`src/rtl/cfpb_pkg.sv`:
```
// Shared constants and types for the CRC framed packet builder.
`default_nettype none

package cfpb_pkg;

    localparam int unsigned BYTE_W     = 8;
    localparam int unsigned LEN_W      = 16;
    localparam int unsigned CRC_W      = 16;
    localparam int unsigned CFG_IDX_W  = 1;
    localparam int unsigned MAX_WORDS  = 7;
    localparam int unsigned CNT_W      = 3;

    localparam logic [CRC_W-1:0] CRC_SEED = 16'hFFFF;
    localparam logic [CRC_W-1:0] CRC_POLY = 16'h1021;

    localparam logic [BYTE_W-1:0] START_MARKER_RST = 8'h02;
    localparam logic [BYTE_W-1:0] END_MARKER_RST   = 8'h03;

    // Input commands.
    localparam logic CMD_START = 1'b0;
    localparam logic CMD_DATA  = 1'b1;

    // Configuration register indexes.
    localparam logic [CFG_IDX_W-1:0] REG_START_MARKER = 1'b0;
    localparam logic [CFG_IDX_W-1:0] REG_END_MARKER   = 1'b1;

    // Word counts of the possible result runs.
    localparam logic [CNT_W-1:0] CNT_NONE       = 3'd0;
    localparam logic [CNT_W-1:0] CNT_DATA       = 3'd1;
    localparam logic [CNT_W-1:0] CNT_HEADER     = 3'd4;
    localparam logic [CNT_W-1:0] CNT_DATA_TRAIL = 3'd4;
    localparam logic [CNT_W-1:0] CNT_FULL_FRAME = 3'd7;

    // One run of result words, first word in entry 0.
    typedef struct packed {
        logic                              load;
        logic [MAX_WORDS-1:0][BYTE_W-1:0]  words;
        logic [CNT_W-1:0]                  cnt;
        logic                              trail;
    } t_load;

endpackage

`default_nettype wire

```
`src/rtl/cfpb_crc16.sv`:
```
// CRC-16/CCITT update of a running value by one byte, MSB first.
`default_nettype none

module cfpb_crc16 (
    input  wire logic [cfpb_pkg::CRC_W-1:0]  i_crc,
    input  wire logic [cfpb_pkg::BYTE_W-1:0] i_byte,
    output logic      [cfpb_pkg::CRC_W-1:0]  o_crc
);

    always_comb begin
        logic [cfpb_pkg::CRC_W-1:0] c;
        c = i_crc ^ {i_byte, 8'h00};
        for (int i = 0; i < 8; i++) begin
            if (c[cfpb_pkg::CRC_W-1]) begin
                c = {c[cfpb_pkg::CRC_W-2:0], 1'b0} ^ cfpb_pkg::CRC_POLY;
            end else begin
                c = {c[cfpb_pkg::CRC_W-2:0], 1'b0};
            end
        end
        o_crc = c;
    end

endmodule

`default_nettype wire

```
`src/rtl/cfpb_out_buf.sv`:
```
// Result register handing a run of up to seven words out one per unstalled cycle.
`default_nettype none

module cfpb_out_buf (
    input  wire logic                          i_clk,
    input  wire logic                          i_rst_n,
    input  wire cfpb_pkg::t_load               i_load,
    output logic                               o_ready,
    output logic                               o_out_valid,
    input  wire logic                          i_out_stall,
    output logic      [cfpb_pkg::BYTE_W-1:0]   o_out_byte,
    output logic                               o_run_last,
    output logic                               o_frame_end
);

    logic [cfpb_pkg::MAX_WORDS-1:0][cfpb_pkg::BYTE_W-1:0] r_words, n_words;
    logic [cfpb_pkg::CNT_W-1:0]                           r_left, n_left;
    logic                                                 r_trail, n_trail;
    logic                                                 pop;
    logic                                                 last;

    assign last = (r_left == cfpb_pkg::CNT_DATA);
    assign pop  = (r_left != cfpb_pkg::CNT_NONE) && !i_out_stall;

    // A new run may enter when the buffer is empty or its last word leaves now.
    assign o_ready = (r_left == cfpb_pkg::CNT_NONE) || (pop && last);

    always_comb begin
        n_words = r_words;
        n_left  = r_left;
        n_trail = r_trail;
        if (pop) begin
            n_words = {{cfpb_pkg::BYTE_W{1'b0}}, r_words[cfpb_pkg::MAX_WORDS-1:1]};
            n_left  = r_left - cfpb_pkg::CNT_DATA;
        end
        if (i_load.load && o_ready) begin
            n_words = i_load.words;
            n_left  = i_load.cnt;
            n_trail = i_load.trail;
        end
    end

    always_ff @(posedge i_clk) begin
        if (!i_rst_n) begin
            r_left <= cfpb_pkg::CNT_NONE;
        end else begin
            r_left <= n_left;
        end
        r_words <= n_words;
        r_trail <= n_trail;
    end

    assign o_out_valid = (r_left != cfpb_pkg::CNT_NONE);
    assign o_out_byte  = r_words[0];
    assign o_run_last  = last;
    assign o_frame_end = last && r_trail;

endmodule

`default_nettype wire

```
`src/rtl/crc_framed_packet_builder_top.sv`:
```
// Top level of the CRC framed packet builder.
`default_nettype none

// Builds serial frames: start marker, 16-bit little-endian length (payload
// size plus one), type byte, payload bytes, CRC-16/CCITT (poly 0x1021, seed
// 0xFFFF, over type and payload) low then high byte, and end marker. A start
// word (cmd 0) yields four output words, or all seven when the payload length
// is zero; a payload word (cmd 1) yields one output word, or four when it is
// the last of the frame. A payload word outside a frame is dropped and a new
// start abandons the open frame. The CRC byte update is one combinational
// stage, so an input word is taken in any cycle in which the output buffer is
// empty or sends its last word. A word that yields output words holds the
// input until its last output word leaves, a dropped payload word produces
// no output, and a streaming payload byte goes through at one per cycle
// while the output does not stall. The first output word appears the cycle
// after its input word is taken, and the input stall follows the output stall
// in the same cycle. No clearing pass follows reset. Registers 0 and 1 set
// the start and end markers.

module crc_framed_packet_builder_top (
    input  wire logic                               i_clk,
    input  wire logic                               i_rst_n,
    input  wire logic                               i_cfg_we,
    input  wire logic [cfpb_pkg::CFG_IDX_W-1:0]     i_cfg_index,
    input  wire logic [cfpb_pkg::BYTE_W-1:0]        i_cfg_data,
    input  wire logic                               i_in_valid,
    output logic                                    o_in_stall,
    input  wire logic                               i_cmd,
    input  wire logic [cfpb_pkg::BYTE_W-1:0]        i_frame_type,
    input  wire logic [cfpb_pkg::LEN_W-1:0]         i_payload_len,
    input  wire logic [cfpb_pkg::BYTE_W-1:0]        i_data_byte,
    output logic                                    o_out_valid,
    input  wire logic                               i_out_stall,
    output logic      [cfpb_pkg::BYTE_W-1:0]        o_out_byte,
    output logic                                    o_run_last,
    output logic                                    o_frame_end
);

    logic [cfpb_pkg::BYTE_W-1:0] r_start_marker;
    logic [cfpb_pkg::BYTE_W-1:0] r_end_marker;
    logic [cfpb_pkg::CRC_W-1:0]  r_crc, n_crc;
    logic [cfpb_pkg::LEN_W-1:0]  r_left, n_left;
    logic                        r_in_frame, n_in_frame;

    logic                        ready;
    logic                        accept;
    logic [cfpb_pkg::CRC_W-1:0]  crc_in;
    logic [cfpb_pkg::BYTE_W-1:0] crc_byte;
    logic [cfpb_pkg::CRC_W-1:0]  crc_out;
    logic [cfpb_pkg::LEN_W-1:0]  len_field;
    logic [cfpb_pkg::LEN_W-1:0]  left_dec;
    cfpb_pkg::t_load             load;

    assign accept     = i_in_valid && ready;
    assign o_in_stall = !ready;

    // Configuration registers.
    always_ff @(posedge i_clk) begin
        if (!i_rst_n) begin
            r_start_marker <= cfpb_pkg::START_MARKER_RST;
            r_end_marker   <= cfpb_pkg::END_MARKER_RST;
        end else if (i_cfg_we) begin
            case (i_cfg_index)
                cfpb_pkg::REG_START_MARKER: r_start_marker <= i_cfg_data;
                cfpb_pkg::REG_END_MARKER:   r_end_marker   <= i_cfg_data;
                default: ;
            endcase
        end
    end

    // A start word restarts the CRC from its seed with the type byte.
    assign crc_in   = (i_cmd == cfpb_pkg::CMD_START) ? cfpb_pkg::CRC_SEED : r_crc;
    assign crc_byte = (i_cmd == cfpb_pkg::CMD_START) ? i_frame_type : i_data_byte;

    cfpb_crc16 u_crc (
        .i_crc  (crc_in),
        .i_byte (crc_byte),
        .o_crc  (crc_out)
    );

    assign len_field = i_payload_len + cfpb_pkg::LEN_W'(1);
    assign left_dec  = r_left - cfpb_pkg::LEN_W'(1);

    always_comb begin
        n_crc      = r_crc;
        n_left     = r_left;
        n_in_frame = r_in_frame;
        load.load  = 1'b0;
        load.words = '0;
        load.cnt   = cfpb_pkg::CNT_NONE;
        load.trail = 1'b0;
        if (i_cmd == cfpb_pkg::CMD_START) begin
            n_crc      = crc_out;
            n_left     = i_payload_len;
            n_in_frame = (i_payload_len != '0);
            load.load  = 1'b1;
            load.words = {r_end_marker, crc_out[15:8], crc_out[7:0], i_frame_type,
                          len_field[15:8], len_field[7:0], r_start_marker};
            if (i_payload_len == '0) begin
                load.cnt   = cfpb_pkg::CNT_FULL_FRAME;
                load.trail = 1'b1;
            end else begin
                load.cnt   = cfpb_pkg::CNT_HEADER;
            end
        end else if (r_in_frame) begin
            n_crc      = crc_out;
            n_left     = left_dec;
            n_in_frame = (left_dec != '0);
            load.load  = 1'b1;
            load.words = {24'h000000, r_end_marker, crc_out[15:8], crc_out[7:0],
                          i_data_byte};
            if (left_dec == '0) begin
                load.cnt   = cfpb_pkg::CNT_DATA_TRAIL;
                load.trail = 1'b1;
            end else begin
                load.cnt   = cfpb_pkg::CNT_DATA;
            end
        end
        if (!accept) begin
            load.load = 1'b0;
        end
    end

    always_ff @(posedge i_clk) begin
        if (!i_rst_n) begin
            r_crc      <= cfpb_pkg::CRC_SEED;
            r_left     <= '0;
            r_in_frame <= 1'b0;
        end else if (accept) begin
            r_crc      <= n_crc;
            r_left     <= n_left;
            r_in_frame <= n_in_frame;
        end
    end

    cfpb_out_buf u_out_buf (
        .i_clk       (i_clk),
        .i_rst_n     (i_rst_n),
        .i_load      (load),
        .o_ready     (ready),
        .o_out_valid (o_out_valid),
        .i_out_stall (i_out_stall),
        .o_out_byte  (o_out_byte),
        .o_run_last  (o_run_last),
        .o_frame_end (o_frame_end)
    );

endmodule

`default_nettype wire
```
`config.mk`:
```
export PLATFORM = sky130hd
export DESIGN_NAME = crc_framed_packet_builder_top
export DESIGN_NICKNAME = d
export VERILOG_FILES = /design/src/rtl/cfpb_pkg.sv /design/src/rtl/cfpb_crc16.sv /design/src/rtl/cfpb_out_buf.sv /design/src/rtl/crc_framed_packet_builder_top.sv
export SDC_FILE = /design/constraint.sdc
export NUM_CORES = 1
export LEC_CHECK = 0
export BUFFER_PORTS_ARGS = -buffer_cell sky130_fd_sc_hd__buf_4
export CORE_MARGIN = 4
export CORE_UTILIZATION = 58
export DETAILED_ROUTE_END_ITERATION = 7
export HOLD_SLACK_MARGIN = 0.15
export PLACE_DENSITY_LB_ADDON = 0.2
export SKIP_CTS_REPAIR_TIMING = 1
export SLEW_MARGIN = 10
export SYNTH_ARGS = -nofsm -noshare
export SYNTH_HDL_FRONTEND = slang
export SYNTH_SLANG_ARGS = --single-unit
```
`constraint.sdc`:
```
create_clock -name i_clk -period 3.7 [get_ports i_clk]
set_input_delay 0.555 -clock i_clk [delete_from_list [all_inputs] [get_ports i_clk]]
set_output_delay 0.555 -clock i_clk [all_outputs]
set_load 0.005 [all_outputs]
```
# ---- Yosys cells after proc, flatten, opt, wreduce, memory -nomap -nowiden
# Index checks and enable logic that the tools add are counted.
dict set report totals {
  output_inout_bits 12
  regBits 109
  word_cells 74
  inputBits 47
}
dict set report classes {
  n_mux 27
  n_eq_ne 2
  add_sub_neg 3
  n_reduce_logical 18
  bitwise_logic 10
}
# operator count
set op_table {}
lappend op_table {{$mux 61} 2}
lappend op_table {{$mux 56} 2}
lappend op_table {{$mux 13} 8}
lappend op_table {{$mux 16} 5}
lappend op_table {{$logic_not 16->1} 2}
lappend op_table {{$reduce_bool 16->1} 2}
lappend op_table {{$not 3->3} 8}
lappend op_table {{$add 16x1->16 const B} 1}
lappend op_table {{$sub 16x1->16 const B} 1}
lappend op_table {{$xor 16x16->16} 1}
lappend op_table {{$mux 3} 3}
lappend op_table {{$mux 8} 1}
lappend op_table {{$reduce_and 2->1} 3}
lappend op_table {{$logic_and 1x1->1} 5}
lappend op_table {{$mux 1} 5}
lappend op_table {{$eq 3x1->1 const B} 1}
lappend op_table {{$logic_not 3->1} 1}
lappend op_table {{$reduce_bool 3->1} 1}
lappend op_table {{$sub 3x1->3 const B} 1}
lappend op_table {{$logic_not 1->1} 2}
lappend op_table {{$mux 2} 1}
lappend op_table {{$ne 2x1->1 const B} 1}
lappend op_table {{$reduce_bool 2->1} 1}
lappend op_table {{$logic_or 1x1->1} 1}
lappend op_table {{$not 1->1} 1}

# ---- Logic depth before layout (Yosys ltp)
# Gate-level depths: netlist of the first run.
dict set report depth {
  depth_word 23
  ltp_mapped 10
  depth_no_buf 9
}

# ---- Cells and area by module
# A second synthesis of the first run with hierarchy kept.
dict set report hier_totals {
  cells_unflattened 706
  area_unflattened_um2 6802.8
}
# module seq_area_each_um2 area_each_um2 instances cells_per_inst
set by_module_without_submodules {}
lappend by_module_without_submodules {crc_framed_packet_builder_top 980.9 3532.1 1 519}
lappend by_module_without_submodules {cfpb_out_buf 1771.7 2875.3 1 162}
lappend by_module_without_submodules {cfpb_crc16 0.0 395.4 1 25}

# ---- Worst setup path after synthesis of the first run
# No wires, ideal clock.
dict set report synth_timing {
  path_kind {input -> register}
  from {in i_cmd}
  to {reg u_out_buf.r_left[1] in the netlist's numbering}
  path_stages 7
  slack_ps 797
  t_arrival_ps 2771
  n_path_buf 2
  t_required_ps 3568
  setup_ps 132
  cell_sequence {clkbuf_1 -> nand2_1 -> nand2_1 -> clkbuf_1 -> nand2b_1 -> o21ai_0 -> a21oi_1}
}
dict set report synth_between {
  elab_chain_cells 4
  elab_cells_between_ends 5
  cone_classes {mux (3); reduce/logical (2)}
}
# item line_no
set synth_rtl {}
lappend synth_rtl {{from (decl)} crc_framed_packet_builder_top.sv:28} ;# input wire logic i_cmd,
lappend synth_rtl {{$mux 61 (*)} crc_framed_packet_builder_top.sv:92} ;# if (i_cmd == cfpb_pkg::CMD_START) begin
lappend synth_rtl {{$mux 1} crc_framed_packet_builder_top.sv:119} ;# if (!accept) begin
lappend synth_rtl {{$logic_and 1x1->1} cfpb_out_buf.sv:36} ;# if (i_load.load && o_ready) begin
lappend synth_rtl {{$mux 3 or $reduce_bool 2->1 (tied branches)} -}
lappend synth_rtl {{to (signal assigned)} cfpb_out_buf.sv:45} ;# r_left <= cfpb_pkg::CNT_NONE;
lappend synth_rtl {{to (signal assigned)} cfpb_out_buf.sv:47} ;# r_left <= n_left;
lappend synth_rtl {{to (decl)} cfpb_out_buf.sv:17} ;# logic [cfpb_pkg::CNT_W-1:0] r_left, n_left;
# Mark *: on every way between the ends. The rest lies on a longest branch, timed or not.
# A chain may end at the register's enable or synchronous reset.

# ---- Worst setup path after layout of the first run
dict set report layout_timing {
  from {reg r_left[0] in the netlist's numbering}
  to {reg r_in_frame}
}
dict set report layout_between {
  elab_chain_cells 4
}
# item line_no
set layout_rtl {}
lappend layout_rtl {{from (decl)} crc_framed_packet_builder_top.sv:42} ;# logic [cfpb_pkg::LEN_W-1:0] r_left, n_left;
lappend layout_rtl {{from (signal assigned)} crc_framed_packet_builder_top.sv:131} ;# r_left <= n_left;
lappend layout_rtl {{$sub 16x1->16} crc_framed_packet_builder_top.sv:82} ;# assign left_dec = r_left - cfpb_pkg::LEN_W'(1);
lappend layout_rtl {{$reduce_bool 16->1} crc_framed_packet_builder_top.sv:108} ;# n_in_frame = (left_dec != '0);
lappend layout_rtl {{$mux 1} crc_framed_packet_builder_top.sv:105} ;# end else if (r_in_frame) begin
lappend layout_rtl {{$mux 1} crc_framed_packet_builder_top.sv:92}
lappend layout_rtl {{to (signal assigned)} crc_framed_packet_builder_top.sv:132} ;# r_in_frame <= n_in_frame;
lappend layout_rtl {{to (decl)} crc_framed_packet_builder_top.sv:43} ;# logic r_in_frame, n_in_frame;
# No other way between the ends.

==> results.md, run 1 <==
* VDD IR-drop max at 507 uV
* Layout Nets at 765
* Fin area at 6790 sq um
* Die Footprint at 12200 sq um
* Worst-Margin Slew at 0.750 ns
* Row Count at 37
* Clock root cell: clkbuf_8
* Crit path arrival time at 2.93 ns
* Critical path class: reg -> reg
* CP Launch Type: flip-flop
* GR Util All Layers at 0.269
* RSZ-0062 raised after global routing: false
* EDFF count, synth at 57
* Clk sink count at 109
* Multi-input logic area at 3050 sq um
* Setup TNS at 0 ns
* Synth Net Count at 744
* Drc violations at 0
* HPWL after detailed placement at 11100 microns
* TritonCTS Buffers at 9
* #FFs+latches synth at 109
* PortBufs at 58
* DRT antenna net count at 0
* Clk_skew at 0.0127 ns
* Post-Syn Area at 6110 sq um
* CP max FO at 11
* Overall power at 5.11 mW
* Final Critical Period at 2.63 ns
* Pwr/cell area at 752 nW/um^2
* Die width at 111 microns
* First-pass GRT wire length at 26600 microns
* CTS tree: done
* Hold Path Class: in -> reg
* Register area share after synthesis at 0.450
* Worst endpoint required time at 4.00 ns
* Asr flop ratio synth at 0
* Initial core utilization at 0.595
* Filler cells at 841
* Die Ht at 111 microns
* Final Hold Viols at 0
* Cells after synthesis at 690
* Final Max Slew Viols at 0
* Reg area at 2750 sq um
* CTS Buffer Depth at 2
* Setup-failing EPs final at 0
* Slew headroom at 0.496
* Top FF cell, synth: edfxtp_1
* Final WL at 16400 microns
* CP delay by family, top: simple AND/OR/NAND/NOR gates
* F_max at 380 MHz
* Max stage delay on crit path at 0.53 ns
* Crit-path slowest cell: or3b_1
* Overflow after GRT at 0
* IO Count at 59
* Max-cap violation count at 0
* Synth warn at 0
* Final worst-path cycle share at 0.711
* Total core area at 10300 sq um
* Htree depth at 3
* Via count at 5316
* Synthesis-to-finish area growth at 11.1%
* Ratio of cells with drive above 1 in the final layout at 0.140
* Status: finished clean
* Crit-path cells: inv_1 > ha_1 > or3b_1 > o31a_1 > a2111oi_2 > and4_1 > nand4_1 > and3_1
* Via density at 6.24
* Leakage at 2.53 nW
* Antenna violations before repair at 0
* CP Capture Type: flip-flop
* Area after DPL at 6590 sq um
* Largest net degree at the start of global routing at 67
* Routed WL per cell at 19.3 microns
* WP buf/inv at 1
* Number of library cell types mapped by synthesis at 61
* Min Hold Slack at 0.386 ns
* Vias in the first global route at 5209
* Avg Inst Size Synth at 8.86 sq um
* DR iter-0 viols at 579
* Ant diodes at 0
* Clock Latency Late Sink at 0.39 ns
* Clock-pin slew on the worst setup and hold paths at 0.11 ns
* DRT Pass-1 Iters at 5
* Routability cong. at 0.993
-- area by class of cell --
type | count | area share
repair buffers | 71 | 0.0822
clock inverters | 5 | 0.00682
inverters | 16 | 0.00884
multi-input cells | 504 | 0.449
clock buffers | 11 | 0.0227
flip-flops and latches | 109 | 0.405
well taps | 136 | 0.0251
-- kinds of logic (layout without fill, tap and decap cells) --
group,after synthesis,in the layout,share of synthesized area
DFF,109,109,0.450
buffers and inverters,77,103,0.0544
adders and majority gates,7,7,0.0143
muxes,2,2,0.00327
AOI/OAI and AO/OA,207,207,0.212
and+or+nand+nor,238,238,0.194
xor gates and xnor gates,50,50,0.0716
-- registers in the layout (all words and copies together), names as in the netlist --
signal / flops
u_out_buf.o_out_byte: 8
r_end_marker: 8
r_start_marker: 8
u_out_buf.r_trail: 1
r_crc: 16
r_left: 16
u_out_buf.r_words: 48
r_in_frame: 1
u_out_buf.r_left: 3
-- report_power, final --
part / switching (mW) / total (mW) / internal (mW)
Clock: 0.440 / 0.742 / 0.303
Sequential: 0.262 / 2.16 / 1.90
Combinational: 1.31 / 2.20 / 0.888
-- worst min-delay path: cells and delay by family --
kind                   cells  cell delay [ns]
AND/OR/NAND/NOR            2             0.11
buffers and inverters      1             0.09
-- cells in the mapped netlist, drive strengths merged (3+ instances only) --
cell	number	area (sq um)
o22ai	25	156
a211oi	5	37.5
o21a	5	37.5
nor2b	10	62.6
a22o	6	52.6
xor2	20	175
dfxtp	52	1040
nand3b	19	143
nor2	39	146
nand2b	10	62.6
edfxtp	57	1710
clkbuf	40	150
a22oi	3	22.5
nor4	7	43.8
and3	3	18.8
nand3	14	70.1
ha	7	87.6
o21ai	51	255
a21boi	4	30.0
buf	21	123
or4	3	26.3
a21oi	64	332
xnor2	30	263
o221ai	4	35.0
and2	15	93.8
o211ai	14	105
nand4	8	50.1
a31oi	4	25.0
nor3	12	60.1
inv	15	56.3
nand2	88	330
-- metrics by stage --
| stage | setup WS [ns] | std cells | util |
|---|---|---|---|
| 6_report | 1.07 | 852 | 0.661 |
| 5_1_grt | 0.890 | 852 | 0.661 |
| 4_1_cts | 1.10 | 852 | 0.661 |
| 3_5_place_dp | 1.07 | 836 | 0.641 |
| 3_3_place_gp | 1.19 | 836 | 0.641 |
| 2_1_floorplan | 0.797 | 690 | - |
-- cells in the final DEF (no fill, tap or decap), types with 8 or more instances in the layout --
master    count
nor2_1       39
nand3_1      14
nand4_1       8
nor3_1       12
o21ai_0      50
a21oi_1      60
o22ai_1      25
edfxtp_1     57
nand2b_1      9
nor2b_1      10
nand2_1      87
and2_1       15
xor2_1       20
clkbuf_8      9
inv_1        15
xnor2_1      30
dfxtp_1      52
nand3b_1     19
buf_4        69
o211ai_1     14
-- final timing paths --
kind | endpoint | slack [ns] | cells after the start | from
min reg2reg | r_start_marker[2] | 0.47 | 2 | r_start_marker[2]
max reg2reg | r_in_frame | 1.07 | 8 | r_left[0]
max | r_in_frame | 1.07 | 8 | r_left[0]
min | r_end_marker[0] | 0.39 | 3 | i_cfg_data[0]
-- metal layers --
layer	wire length, microns	global-route usage	vias up
met5	0	0	-
met4	658	0.122	0
met3	1130	0.0600	50
met2	8010	0.432	238
met1	6630	0.347	2497
li1	-	-	2531
Power figures use the tool's default switching activity.
==> run 2: changes to the inputs <==
--- a/config.mk
+++ b/config.mk
@@ -5,6 +5,7 @@
 export SDC_FILE = /design/constraint.sdc
 export NUM_CORES = 1
 export LEC_CHECK = 0
+export ABC_AREA = 1
 export BUFFER_PORTS_ARGS = -buffer_cell sky130_fd_sc_hd__buf_4
 export CORE_MARGIN = 4
 export CORE_UTILIZATION = 58
==> constraint.sdc (replaced) <==
create_clock -name i_clk -period 2.7 [get_ports i_clk]
set_input_delay 0.405 -clock i_clk [delete_from_list [all_inputs] [get_ports i_clk]]
set_output_delay 0.405 -clock i_clk [all_outputs]
set_load 0.005 [all_outputs]
==> run 2 against run 1 <==
Effect of this change: total power rose by 36%; synthesized area fell by 2.2%; largest power group unchanged; largest cell class is now flip-flops and latches; critical path type unchanged; non-clock buffer count fell by 1.
==> results.md, run 2 <==
* Status: finished clean
* Mux cell area share after synthesis at 0 (-0.00327)
* Fin area at 6660 sq um (-1.9%)
* Largest net degree at the start of global routing at 71 (+6.0%)
* Pwr/cell area at 1040 nW/um^2 (+38%)
* Cells after synthesis at 752 (+9.0%)
* Filler cells at 869 (+3.3%)
* Initial core utilization at 0.604 (+0.00858)
* Hold path cells at 3 (unchanged)
* F_max at 463 MHz (+22%)
* CP max FO at 7 (-4)
* DRT Pass-1 Iters at 5 (unchanged)
* RSZ-0062 raised after global routing: false
* Synthesis-to-finish area growth at 11.4%
* Register area share after synthesis at 0.460 (+0.0101)
* Avg Inst Size Synth at 7.95 sq um (-10%)
* GR Util All Layers at 0.265 (-0.00345)
* CP Capture Type: flip-flop
* Crit path arrival time at 2.28 ns (-0.65 ns)
* Max-cap violation count at 0 (unchanged)
* Total core area at 9910 sq um (-3.6%)
* Max stage delay on crit path at 0.39 ns (-0.14 ns)
* #FFs+latches synth at 109 (unchanged)
* Worst-Margin Slew at 1.09 ns (+0.336 ns)
* FF-to-FF Start: u_out_buf.r_left[0]
* Htree depth at 3 (unchanged)
* Most common cell after layout, fill and taps aside: nand2_1
* TritonCTS Buffers at 9 (unchanged)
* CP delay by family, top: compound AO/OA/AOI/OAI gates
* First-pass GRT wire length at 24600 microns (-7.4%)
* Final worst-path cycle share at 0.801 (+0.0894)
* Post-Route Utilization at 0.672 (+0.0114)
* EDFF count, synth at 57 (unchanged)
* Via count at 5253 (-1.2%)
* CP Launch Type: flip-flop
* HPWL after detailed placement at 11200 microns (+0.62%)
* Final Max Slew Viols at 0 (unchanged)
* Most flop-heavy register: u_out_buf.r_words
* Top Registers: u_out_buf.r_words (48), r_crc (16), r_left (16)
* Vias in the first global route at 5055 (-3.0%)
* Final WL at 15300 microns (-6.8%)
* DR iter-0 viols at 447 (-23%)
* Crit-path cells: inv_1 > ha_1 > nand2_1 > o21ai_1 > inv_1 > nor2_1 > nand2_1 > inv_1 > a32oi_1 > o21ai_0
* Worst reg2reg path depth at 10 (+2)
* VDD IR-drop max at 1050 uV (+110%)
* PortBufs at 58 (unchanged)
* Commonest non-fill, non-tap cells in the layout: 216 x nand2_1, 71 x nor2_1, 67 x buf_4
* Worst endpoint required time at 2.82 ns (-1.18 ns)
* Die Footprint at 12000 sq um (-2.0%)
* Ant diodes at 0 (unchanged)
* Slew headroom at 0.275 (-0.221)
* Crit-path most repeated cell: inv_1
* Area after DPL at 6470 sq um (-1.8%)
* Leakage at 2.91 nW (+15%)
* Drc violations at 0 (unchanged)
* Die width at 110 microns (-1.0%)
* Largest cells by area after synthesis: edfxtp_1 29%, dfxtp_1 17%, nand2_1 14%
* Final worst-path setup slack at 0.538 ns (-0.530 ns)
* Clk sink count at 109 (unchanged)
* CTS tree: done
* Routability cong. at 0.998 (+0.51%)
* Top-area cell type share of the netlist area at 0.286 (+0.00627)
* Overall power at 6.93 mW (+36%)
* Reg2reg end: u_out_buf.r_words[16]
* Clock root cell: clkbuf_8
* Post-place setup slack at 0.517 ns (-0.551 ns)
* Row Count at 36 (-2.7%)
* Setup-failing EPs final at 0 (unchanged)
* Final Critical Period at 2.16 ns (-0.470 ns)
* DRT antenna net count at 0 (unchanged)
* Via density at 5.66 (-9.3%)
* Hold EP: r_start_marker[1]
* Synth Area in Simple Gates at 0.232 (+0.0378)
* Min-delay src: i_cfg_data[1]
* Layout Nets at 844 (+10%)
* Most common cell in the synthesized netlist: nand2_1
* Max reg flops at 48 (unchanged)
* Clock Latency Late Sink at 0.37 ns (-0.02 ns)
* Main combinational cell family by area after synthesis: simple AND/OR/NAND/NOR gates
* Synth Area in XOR/XNOR at 0.0517 (-0.0199)
* WP buf/inv at 3 (+2)
* Number of library cell types mapped by synthesis at 49 (-20%)
* Overflow after GRT at 0 (unchanged)
* Antenna violations before repair at 0 (unchanged)
* Clock-pin slew on the worst setup and hold paths at 0.11 ns (about the same)
* Most instantiated cells after synthesis: 217 x nand2_1, 71 x nor2_1, 63 x inv_1, 61 x o21ai_0, 57 x edfxtp_1
* Critical path class: reg -> reg
* Adder-cell area share of the yosys netlist at 0.0146 (+0.000321)
* R2R setup slack at 0.54 ns (-0.53 ns)
* IO Count at 59 (unchanged)
* CTS Buffer Depth at 2 (unchanged)
* Setup TNS at 0 ns (unchanged)
* Hold Path Class: in -> reg
* Synth Net Count at 806 (+8.3%)
* Top FF cell, synth: edfxtp_1
* Final Hold Viols at 0 (unchanged)
* Dominant cell type by area after synthesis: edfxtp_1
* Synth warn at 0 (unchanged)
* Ratio of cells with drive above 1 in the final layout at 0.141 (+0.00122)
* Asr flop ratio synth at 0 (unchanged)
* Post-Syn Area at 5980 sq um (-2.2%)
* Crit-path slowest cell: dfxtp_1
* Complex-gate fraction of the synthesized area at 0.159 (-0.0532)
* Die Ht at 110 microns (-1.0%)
* Routed WL per cell at 16.5 microns (-14%)
* Clk_skew at 0.00745 ns (-0.00524 ns)
-- run 2: cell count changes after synthesis, moves of 19 or more --
| cell | change |
|---|---|
| nand2_1 | +129 |
| inv_1 | +48 |
| nor2_1 | +32 |
| clkbuf_1 | -26 |
| o22ai_1 | -24 |
| xnor2_1 | -19 |
-- run 2: power by group --
part	switching (mW)	leakage (nW)	internal (mW)
Sequential	0.295	0.982	2.63
Combinational	1.91	1.83	1.13
Clock	0.607	0.0965	0.357
-- run 2: tightest hold or removal path, stage by stage --
cell and delay [ns]:
buf_4 0.08, nand2_1 0.04, nand3_1 0.06
-- run 2: metrics by stage --
| stage | cells | hold WS, ns |
|---|---|---|
| 6_report | 928 | 0.244 |
| 5_1_grt | 928 | 0.237 |
| 4_1_cts | 928 | 0.238 |
| 3_5_place_dp | 912 | 0.455 |
| 3_3_place_gp | 912 | 0.452 |
| 2_1_floorplan | 752 | 0.429 |
-- run 2: worst max-delay path by stage --
stage / startpoint / end / slack (ns) / cells after the start
2_1_floorplan: u_out_buf.r_left[1] / u_out_buf.r_left[2] / 0.49 / 11
6_report: u_out_buf.r_left[0] / u_out_buf.r_words[16] / 0.54 / 10
5_1_grt: r_left[0] / u_out_buf.r_left[0] / 0.30 / 15
4_1_cts: u_out_buf.r_left[1] / r_left[5] / 0.56 / 10
3_5_place_dp: i_cmd / u_out_buf.r_words[46] / 0.52 / 11
3_3_place_gp: i_cmd / u_out_buf.r_words[46] / 0.54 / 11
-- run 2: area by class of cell --
type,instances,area (sq um),share of cell area
clock buffers,9,124,0.0186
flip-flops and latches,109,2750,0.413
multi-input cells,535,2750,0.412
well taps,133,166,0.0250
clock inverters,7,66.3,0.00995
inverters,65,244,0.0366
repair buffers,70,563,0.0845
-- run 2: layer usage --
metal / GRT usage / routed length (microns)
met5: 0 / 0
met3: 0.0405 / 1240
met1: 0.358 / 6560
met4: 0.0810 / 349
met2: 0.442 / 7160
-- run 2: kinds of logic (layout without fill, tap and decap cells) --
group	after synthesis	in the layout
flip-flops	109	109
buffers and inverters	108	151
adder cells (fa/ha/maj)	7	7
AND/OR/NAND/NOR	340	340
XOR/XNOR	31	31
AO/OA/AOI/OAI	157	157
